<file path="src/hw/rtl/tsrr_pkg.sv">
`timescale 1ns / 1ps

package tsrr_pkg;

  typedef enum logic [1:0] {
    SLOT_EMPTY = 2'd0,
    SLOT_SLEEP = 2'd1,
    SLOT_RUN   = 2'd2
  } slot_state_e;

  typedef enum logic {
    CMD_SPAWN = 1'b0,
    CMD_SCHED = 1'b1
  } cmd_e;

  typedef enum logic [2:0] {
    FSM_IDLE,
    FSM_SPAWN_SCAN,
    FSM_SCHED_SAVE,
    FSM_SCHED_SCAN,
    FSM_SCHED_FETCH,
    FSM_DONE
  } fsm_e;

  localparam logic STATUS_OK   = 1'b0;
  localparam logic STATUS_FULL = 1'b1;

  localparam int unsigned PcW   = 64;
  localparam int unsigned TaskW = 3;

  // table access control: optional write, and the state the probe looks for
  typedef struct packed {
    logic        we;
    slot_state_e wstate;
    slot_state_e want;
  } tbl_ctrl_t;

endpackage

</file>
<file path="src/hw/rtl/task_slot_round_robin_scheduler.sv">
// Spawn probes the slot table for an empty slot, one slot probed per cycle; schedule
//   saves the current task, probes round-robin for a sleeping slot and fetches its address.
// One command at a time: a new command is taken only while idle, once the last
//   result has moved into the output register.
// A finished result waits in the output register while the next command runs.
// Reset (async, active low): all slots empty, current slot 0, no result pending.
`timescale 1ns / 1ps

module task_slot_round_robin_scheduler #(
  parameter int unsigned TASK_SLOTS = 8
) (
  input  logic        clk_i,
  input  logic        rst_ni,
  input  logic        in_valid_i,
  output logic        in_stall_o,
  input  logic        cmd_i,
  input  logic [63:0] entry_pc_i,
  input  logic [63:0] trap_pc_i,
  output logic        out_valid_o,
  input  logic        out_stall_i,
  output logic        status_o,
  output logic [2:0]  task_index_o,
  output logic [63:0] resume_pc_o
);

  localparam int unsigned IdxW = (TASK_SLOTS > 1) ? $clog2(TASK_SLOTS) : 1;
  localparam int unsigned ExtW = IdxW + tsrr_pkg::TaskW;
  localparam logic [IdxW-1:0] LastIdx = IdxW'(TASK_SLOTS - 1);

  tsrr_pkg::fsm_e state_q, state_d;
  logic [IdxW-1:0] ptr_q, ptr_d;
  logic [IdxW-1:0] cur_q, cur_d;
  tsrr_pkg::cmd_e  cmd_q, cmd_d;
  logic [tsrr_pkg::PcW-1:0] pc_q, pc_d;

  logic                       res_status_q, res_status_d;
  logic [tsrr_pkg::TaskW-1:0] res_idx_q, res_idx_d;
  logic [tsrr_pkg::PcW-1:0]   res_pc_q, res_pc_d;

  logic                       out_valid_q, out_valid_d;
  logic                       out_status_q, out_status_d;
  logic [tsrr_pkg::TaskW-1:0] out_idx_q, out_idx_d;
  logic [tsrr_pkg::PcW-1:0]   out_pc_q, out_pc_d;

  logic [IdxW-1:0]          tbl_idx;
  tsrr_pkg::tbl_ctrl_t      tbl_ctrl;
  logic                     tbl_match;
  logic                     ram_we;
  logic [IdxW-1:0]          ram_addr;
  logic [tsrr_pkg::PcW-1:0] ram_rdata;

  logic [IdxW-1:0] ptr_next;
  logic [ExtW-1:0] ptr_ext;
  logic            in_beat;
  logic            out_free;

  // input is taken only while idle, so the stall is known from the state alone
  assign in_beat  = in_valid_i && (state_q == tsrr_pkg::FSM_IDLE);
  assign out_free = !out_valid_q || !out_stall_i;
  assign ptr_next = (ptr_q == LastIdx) ? '0 : ptr_q + IdxW'(1);
  assign ptr_ext  = ExtW'(ptr_q);

  tsrr_slot_table #(
    .TASK_SLOTS(TASK_SLOTS),
    .IdxW      (IdxW)
  ) u_table (
    .clk_i  (clk_i),
    .rst_ni (rst_ni),
    .idx_i  (tbl_idx),
    .ctrl_i (tbl_ctrl),
    .match_o(tbl_match)
  );

  tsrr_ram #(
    .Width(tsrr_pkg::PcW),
    .Depth(1 << IdxW)
  ) u_pc_ram (
    .clk_i  (clk_i),
    .we_i   (ram_we),
    .addr_i (ram_addr),
    .wdata_i(pc_q),
    .rdata_o(ram_rdata)
  );

  always_ff @(posedge clk_i or negedge rst_ni) begin
    if (!rst_ni) begin
      state_q     <= tsrr_pkg::FSM_IDLE;
      cur_q       <= '0;
      out_valid_q <= 1'b0;
    end else begin
      state_q     <= state_d;
      cur_q       <= cur_d;
      out_valid_q <= out_valid_d;
    end
  end

  always_ff @(posedge clk_i) begin
    ptr_q        <= ptr_d;
    cmd_q        <= cmd_d;
    pc_q         <= pc_d;
    res_status_q <= res_status_d;
    res_idx_q    <= res_idx_d;
    res_pc_q     <= res_pc_d;
    out_status_q <= out_status_d;
    out_idx_q    <= out_idx_d;
    out_pc_q     <= out_pc_d;
  end

  always_comb begin
    state_d      = state_q;
    ptr_d        = ptr_q;
    cur_d        = cur_q;
    cmd_d        = cmd_q;
    pc_d         = pc_q;
    res_status_d = res_status_q;
    res_idx_d    = res_idx_q;
    res_pc_d     = res_pc_q;
    out_valid_d  = out_valid_q && out_stall_i;
    out_status_d = out_status_q;
    out_idx_d    = out_idx_q;
    out_pc_d     = out_pc_q;
    tbl_idx         = ptr_q;
    tbl_ctrl.we     = 1'b0;
    tbl_ctrl.wstate = tsrr_pkg::SLOT_SLEEP;
    tbl_ctrl.want   = tsrr_pkg::SLOT_EMPTY;
    ram_we          = 1'b0;
    ram_addr        = ptr_q;
    in_stall_o      = 1'b1;

    unique case (state_q)
      tsrr_pkg::FSM_IDLE: begin
        in_stall_o = 1'b0;
        if (in_beat) begin
          cmd_d = tsrr_pkg::cmd_e'(cmd_i);
          ptr_d = '0;
          if (cmd_i == tsrr_pkg::CMD_SCHED) begin
            pc_d    = trap_pc_i;
            state_d = tsrr_pkg::FSM_SCHED_SAVE;
          end else begin
            pc_d    = entry_pc_i;
            state_d = tsrr_pkg::FSM_SPAWN_SCAN;
          end
        end
      end
      tsrr_pkg::FSM_SPAWN_SCAN: begin
        tbl_ctrl.want   = tsrr_pkg::SLOT_EMPTY;
        tbl_ctrl.wstate = tsrr_pkg::SLOT_SLEEP;
        if (tbl_match) begin
          tbl_ctrl.we  = 1'b1;
          ram_we       = 1'b1;
          res_status_d = tsrr_pkg::STATUS_OK;
          res_idx_d    = ptr_ext[tsrr_pkg::TaskW-1:0];
          res_pc_d     = '0;
          state_d      = tsrr_pkg::FSM_DONE;
        end else if (ptr_q == LastIdx) begin
          res_status_d = tsrr_pkg::STATUS_FULL;
          res_idx_d    = '0;
          res_pc_d     = '0;
          state_d      = tsrr_pkg::FSM_DONE;
        end else begin
          ptr_d = ptr_next;
        end
      end
      tsrr_pkg::FSM_SCHED_SAVE: begin
        // park the current task, even if its slot was empty
        tbl_idx         = cur_q;
        tbl_ctrl.we     = 1'b1;
        tbl_ctrl.wstate = tsrr_pkg::SLOT_SLEEP;
        ram_addr        = cur_q;
        ram_we          = 1'b1;
        ptr_d           = (cur_q == LastIdx) ? '0 : cur_q + IdxW'(1);
        state_d         = tsrr_pkg::FSM_SCHED_SCAN;
      end
      tsrr_pkg::FSM_SCHED_SCAN: begin
        // ends at the latest back at the current slot, now sleeping
        tbl_ctrl.want   = tsrr_pkg::SLOT_SLEEP;
        tbl_ctrl.wstate = tsrr_pkg::SLOT_RUN;
        if (tbl_match) begin
          tbl_ctrl.we  = 1'b1;
          cur_d        = ptr_q;
          res_status_d = tsrr_pkg::STATUS_OK;
          res_idx_d    = ptr_ext[tsrr_pkg::TaskW-1:0];
          state_d      = tsrr_pkg::FSM_SCHED_FETCH;
        end else begin
          ptr_d = ptr_next;
        end
      end
      tsrr_pkg::FSM_SCHED_FETCH: begin
        res_pc_d = ram_rdata;
        state_d  = tsrr_pkg::FSM_DONE;
      end
      tsrr_pkg::FSM_DONE: begin
        if (out_free) begin
          out_valid_d  = 1'b1;
          out_status_d = res_status_q;
          out_idx_d    = res_idx_q;
          out_pc_d     = res_pc_q;
          state_d      = tsrr_pkg::FSM_IDLE;
        end
      end
      default: begin
        state_d = tsrr_pkg::FSM_IDLE;
      end
    endcase
  end

  assign out_valid_o  = out_valid_q;
  assign status_o     = out_status_q;
  assign task_index_o = out_idx_q;
  assign resume_pc_o  = out_pc_q;

  // a full-table spawn reports slot zero and no address
  a_full_result: assert property (@(posedge clk_i) disable iff (!rst_ni)
    out_valid_o && (status_o == tsrr_pkg::STATUS_FULL) |->
      (task_index_o == '0) && (resume_pc_o == '0))
    else $error("full spawn result carries nonzero fields");

  // schedule never reports failure
  a_sched_ok: assert property (@(posedge clk_i) disable iff (!rst_ni)
    (state_q == tsrr_pkg::FSM_DONE) && (cmd_q == tsrr_pkg::CMD_SCHED) |->
      (res_status_q == tsrr_pkg::STATUS_OK))
    else $error("schedule produced failure status");

  a_ptr_range: assert property (@(posedge clk_i) disable iff (!rst_ni)
    ((state_q == tsrr_pkg::FSM_SPAWN_SCAN) || (state_q == tsrr_pkg::FSM_SCHED_SCAN)) |->
      (ptr_q <= LastIdx))
    else $error("scan pointer out of range");

  // a found schedule target becomes current on the next edge
  a_cur_follow: assert property (@(posedge clk_i) disable iff (!rst_ni)
    (state_q == tsrr_pkg::FSM_SCHED_SCAN) && tbl_match |=>
      (cur_q == $past(ptr_q)) && (state_q == tsrr_pkg::FSM_SCHED_FETCH))
    else $error("current slot not updated after schedule");

endmodule

</file>
<file path="src/hw/rtl/tsrr_ram.sv">
`timescale 1ns / 1ps

module tsrr_ram #(
  parameter int unsigned Width = 64,
  parameter int unsigned Depth = 8
) (
  input  logic                     clk_i,
  input  logic                     we_i,
  input  logic [$clog2(Depth)-1:0] addr_i,
  input  logic [Width-1:0]         wdata_i,
  output logic [Width-1:0]         rdata_o
);

  logic [Width-1:0] mem_q [Depth];
  logic [Width-1:0] rdata_q;

  always_ff @(posedge clk_i) begin
    if (we_i) begin
      mem_q[addr_i] <= wdata_i;
    end
    rdata_q <= mem_q[addr_i];
  end

  assign rdata_o = rdata_q;

endmodule

</file>
<file path="src/hw/rtl/tsrr_slot_table.sv">
`timescale 1ns / 1ps

// Slot state flops with one probe port: read, compare against a wanted state,
// and optionally overwrite the probed slot in the same cycle.
module tsrr_slot_table #(
  parameter int unsigned TASK_SLOTS = 8,
  parameter int unsigned IdxW       = 3
) (
  input  logic                clk_i,
  input  logic                rst_ni,
  input  logic [IdxW-1:0]     idx_i,
  input  tsrr_pkg::tbl_ctrl_t ctrl_i,
  output logic                match_o
);

  tsrr_pkg::slot_state_e state_q [TASK_SLOTS];

  always_ff @(posedge clk_i or negedge rst_ni) begin
    if (!rst_ni) begin
      for (int i = 0; i < TASK_SLOTS; i++) begin
        state_q[i] <= tsrr_pkg::SLOT_EMPTY;
      end
    end else if (ctrl_i.we) begin
      state_q[idx_i] <= ctrl_i.wstate;
    end
  end

  assign match_o = (state_q[idx_i] == ctrl_i.want);

endmodule

</file>
<file path="config.mk">
export PLATFORM = sky130hd
export DESIGN_NAME = task_slot_round_robin_scheduler
export DESIGN_NICKNAME = d
export VERILOG_FILES = /design/src/hw/rtl/tsrr_pkg.sv /design/src/hw/rtl/task_slot_round_robin_scheduler.sv /design/src/hw/rtl/tsrr_ram.sv /design/src/hw/rtl/tsrr_slot_table.sv
export SDC_FILE = /design/constraint.sdc
export NUM_CORES = 1
export LEC_CHECK = 0
export BUFFER_PORTS_ARGS = -buffer_cell sky130_fd_sc_hd__buf_2
export CAP_MARGIN = 20
export CORE_UTILIZATION = 40
export DETAILED_ROUTE_END_ITERATION = 8
export GPL_ROUTABILITY_DRIVEN = 0
export MAX_ROUTING_LAYER = met4
export SETUP_SLACK_MARGIN = 0.2
export SKIP_LAST_GASP = 1
export SLEW_MARGIN = 20
export SYNTH_ARGS = -nofsm -noshare
export SYNTH_HDL_FRONTEND = slang
export SYNTH_SLANG_ARGS = --single-unit
</file>
<file path="constraint.sdc">
create_clock -name clk_i -period 12.07 [get_ports clk_i]
set_clock_uncertainty 0.05 [all_clocks]
set_input_delay 2.414 -clock clk_i [delete_from_list [all_inputs] [get_ports clk_i]]
set_output_delay 2.414 -clock clk_i [all_outputs]
set_load 0.02 [all_outputs]
</file>
==> out/qor.tcl <==
set qor(synth.yosys.seq_area_share_pct) 79.9
set qor(netlist_instances) 1781
set qor(setup_viol_count_final) 0
set qor(fin_util_pct) 47.5
set qor(seq_area_um2) 23300
set qor(yosys_register_bits) 802
set qor(postRouteAntennaNets) 0
set qor(cts_buffer_depth) 3
set qor(final_period_minus_worst_setup_slack_ns) 5.18
set qor(antenna_violations_before_repair) 1
set qor(iteration_count_of_the_initial_detailed_routing_pass) 5
set qor(synth_cell_type_count) 50
set qor(post-cts-setup-buffers) 0
set qor(cp_max_fo) 64
set qor(filler_cell_count) 6128
set qor(net_count_after_synthesis) 1918
set qor(power_switching_w) 0.00262
set qor(outcome) {completed}
set qor(routed_via_density) 5.27
set qor(endpoint_kind) {flop}
set qor(worst_ir_drop_vdd_uv) 156
set qor(tightest_slew_ns) 1.10
set qor(postCtsResizedCells) 0
set qor(power_frac_clock_pct) 30.0
set qor(vias) 15800
set qor(insertedDiodeCount) 0
set qor(ff2ff_path_depth) 8
set qor(cts_inserted_buffers) 81
set qor(timing_hold_violations_final) 0
set qor(setup-tns-final_ns) 0
set qor(worst_ep_arrival_time_ns) 5.38
set qor(layout_commonest_cell) {edfxtp_1}
set qor(clkTransAtPathRegs_ns) 0.06
set qor(path_cells) {or3b_1 -> mux2_4 -> mux2i_4 -> a21oi_1 -> o31a_1 -> buf_4 -> nor2_4 -> buf_4}
set qor(drt-initial-drc-count) 1339
set qor(max_slew_violation_count) 0
set qor(whs_path_depth) 0
set qor(clk-insertion-delay-late_ns) 0.63
set qor(worst_r2r_setup_slack_ns) 6.89
set qor(ys.flop_type) {edfxtp_1}
set qor(hold_class) {reg2reg}
set qor(largest_net_degree_at_the_start_of_global_routing) 69
set qor(route.detailed.drc) 0
set qor(p_seq_share_pct) 46.6
set qor(timing.critical_path.slowest_stage_cell) {mux2_4}
set qor(path_common_cell) {buf_4}
set qor(die_height_um) 272
set qor(power_density_nw_per_um2) 244
set qor(cts_sinks) 802
set qor(critical_path.startpoint_type) {flop}
set qor(design.portCount) 203
set qor(comb_power_share_pct) 23.3
set qor(core_um2) 71900
set qor(multi_input_comb_area_um2) 5610
set qor(setup.worst_path.class) {reg2reg}
set qor(yosys_warnings) 0
set qor(asyncSetResetFlopFracSynth_pct) 2.87
set qor(vias_in_the_first_global_route) 16000
set qor(grt_overflow_total) 0
set qor(fmax_mhz) 193
set qor(start_util_pct) 40.6
set qor(port_buffers) 202
set qor(worst-endpoint-required_ns) 12.27
set qor(cts_htree_levels) 3
set qor(power.static_leakage_nw) 11.5
set qor(syn_to_final_growth_pct) 16.9
set qor(synth_edf_count) 715
set qor(cap_viol_max_count) 0
set qor(die_area_um2) 74100
set qor(final_min_period_over_clock_period_pct) 42.9
set qor(clock_tree.root_cell) {clkbuf_16}
set qor(cts_tree) {yes}
set qor(path_depth) 8
set qor(fin_nets) 2131
set qor(critPathBufInv) 2
set qor(path_delay_family) {simple AND/OR/NAND/NOR gates}
set qor(max-slew-margin-rel_pct) 26.4
set qor(dieWidth_um) 272
set qor(netlist_area_um2) 29200
set qor(drt-total-wl_mm) 63.0
set qor(p_sw_share_pct) 31.4
set qor(finalPower_w) 0.00835
set qor(hpwlAfterDp_mm) 35.5
set qor(grt_setup_unrepaired) {no}
set qor(fp-row-count) 98
set qor(grt_pass1_wl_mm) 95.5
set qor(timing.critical_path.slowest_cell_delay_ns) 0.98
set qor(cts_hold_buffers) 0
set qor(layout-drive-gt1-share_pct) 22.5
set qor(intPower_w) 0.00572
set qor(post_synth.cell_area_avg_um2) 16.4
set qor(routed_length_per_instance_um) 20.9
set qor(layout.cells.most_common_list) {edfxtp_1 (715), nand2_1 (235), buf_2 (201)}
set qor(grt.total_usage_pct) 17.5
==> cells in the mapped netlist (7+ instances only) <==
cell	count	area, um2
mux2_2	69	777
nand2_1	235	882
a21oi_1	92	460
buf_1	8	30.0
a22oi_1	74	556
o21ai_0	49	245
dfxtp_1	64	1280
mux2i_1	19	190
edfxtp_1	715	21500
a211oi_1	75	563
nor2_1	32	120
nor3_1	15	75.1
inv_1	11	41.3
buf_2	11	55.1
clkbuf_1	82	308
nand3_1	33	165
a211o_1	9	78.8
a222oi_1	23	230
and2_1	72	450
o2bb2ai_1	7	61.3
dfrtp_1	23	576
==> stage by stage <==
step	hold slack (ns)	cells	setup slack [ns]	cell area, um2
CTS	0.370	3007	6.82	34100
floorplan	0.350	1781	6.41	29200
global placement	0.354	2857	6.82	31400
detailed placement	0.355	2859	6.83	31400
finish	0.368	3009	6.89	34200
global route	0.373	3009	6.62	34200
==> power groups by stage <==
stage	combinational, W	sequential, W	clock [W]
global route	0.00214	0.00394	0.00267
floorplan	0.00124	0.00392	0
finish	0.00195	0.00389	0.00251
detailed placement	0.00196	0.00395	0
global placement	0.00189	0.00394	0
CTS	0.00197	0.00390	0.00256
==> sequential cells by signal, summed over array words and instances, names as in the netlist <==
| name | flops |
|---|---|
| resume_pc_o | 64 |
| cur_q | 3 |
| u_pc_ram.mem_q | 512 |
| task_index_o | 3 |
| res_pc_q | 64 |
| out_valid_o | 1 |
| res_status_q | 1 |
| pc_q | 64 |
| res_idx_q | 3 |
| u_pc_ram.rdata_o | 64 |
| state_q | 3 |
| u_table.state_q | 16 |
| status_o | 1 |
| ptr_q | 3 |
==> path summary, 6_finish.rpt <==
kind,start,endpoint
setup / recovery,state_q[0],u_pc_ram.mem_q[2][25]
hold reg to reg,res_pc_q[33],resume_pc_o[33]
min in group asynchronous,rst_ni,u_table.state_q[8]
hold / removal,res_pc_q[33],resume_pc_o[33]
setup reg to reg,state_q[0],u_pc_ram.mem_q[2][25]
max in group asynchronous,rst_ni,cur_q[0]
==> layout make-up <==
cell class / instances / share of cell area (%)
clock buffers: 110 / 6.61
clock inverters: 38 / 1.26
inverters: 11 / 0.121
multi-input cells: 864 / 16.4
flip-flops and latches: 802 / 68.3
well taps: 950 / 3.48
repair buffers: 234 / 3.82
==> routing by layer <==
metal	vias up	share of wire, %	wire (um)	track usage (%)
met5	-	0	0	-
met4	0	1.4	907	4.88
met3	71	5.8	3670	2.56
li1	7284	-	-	-
met1	7991	45	28200	23.8
met2	501	48	30200	27.4
==> kinds of logic after synthesis <==
logic type,after synthesis,share of synthesized area (%)
AO/OA/AOI/OAI,355,8.28
flip-flops,802,79.9
XOR/XNOR,1,0.0300
buffers and inverters,115,1.59
multiplexers,94,3.75
adder cells (fa/ha/maj),4,0.171
AND/OR/NAND/NOR,410,6.31
(Power assumes the default switching activity.)
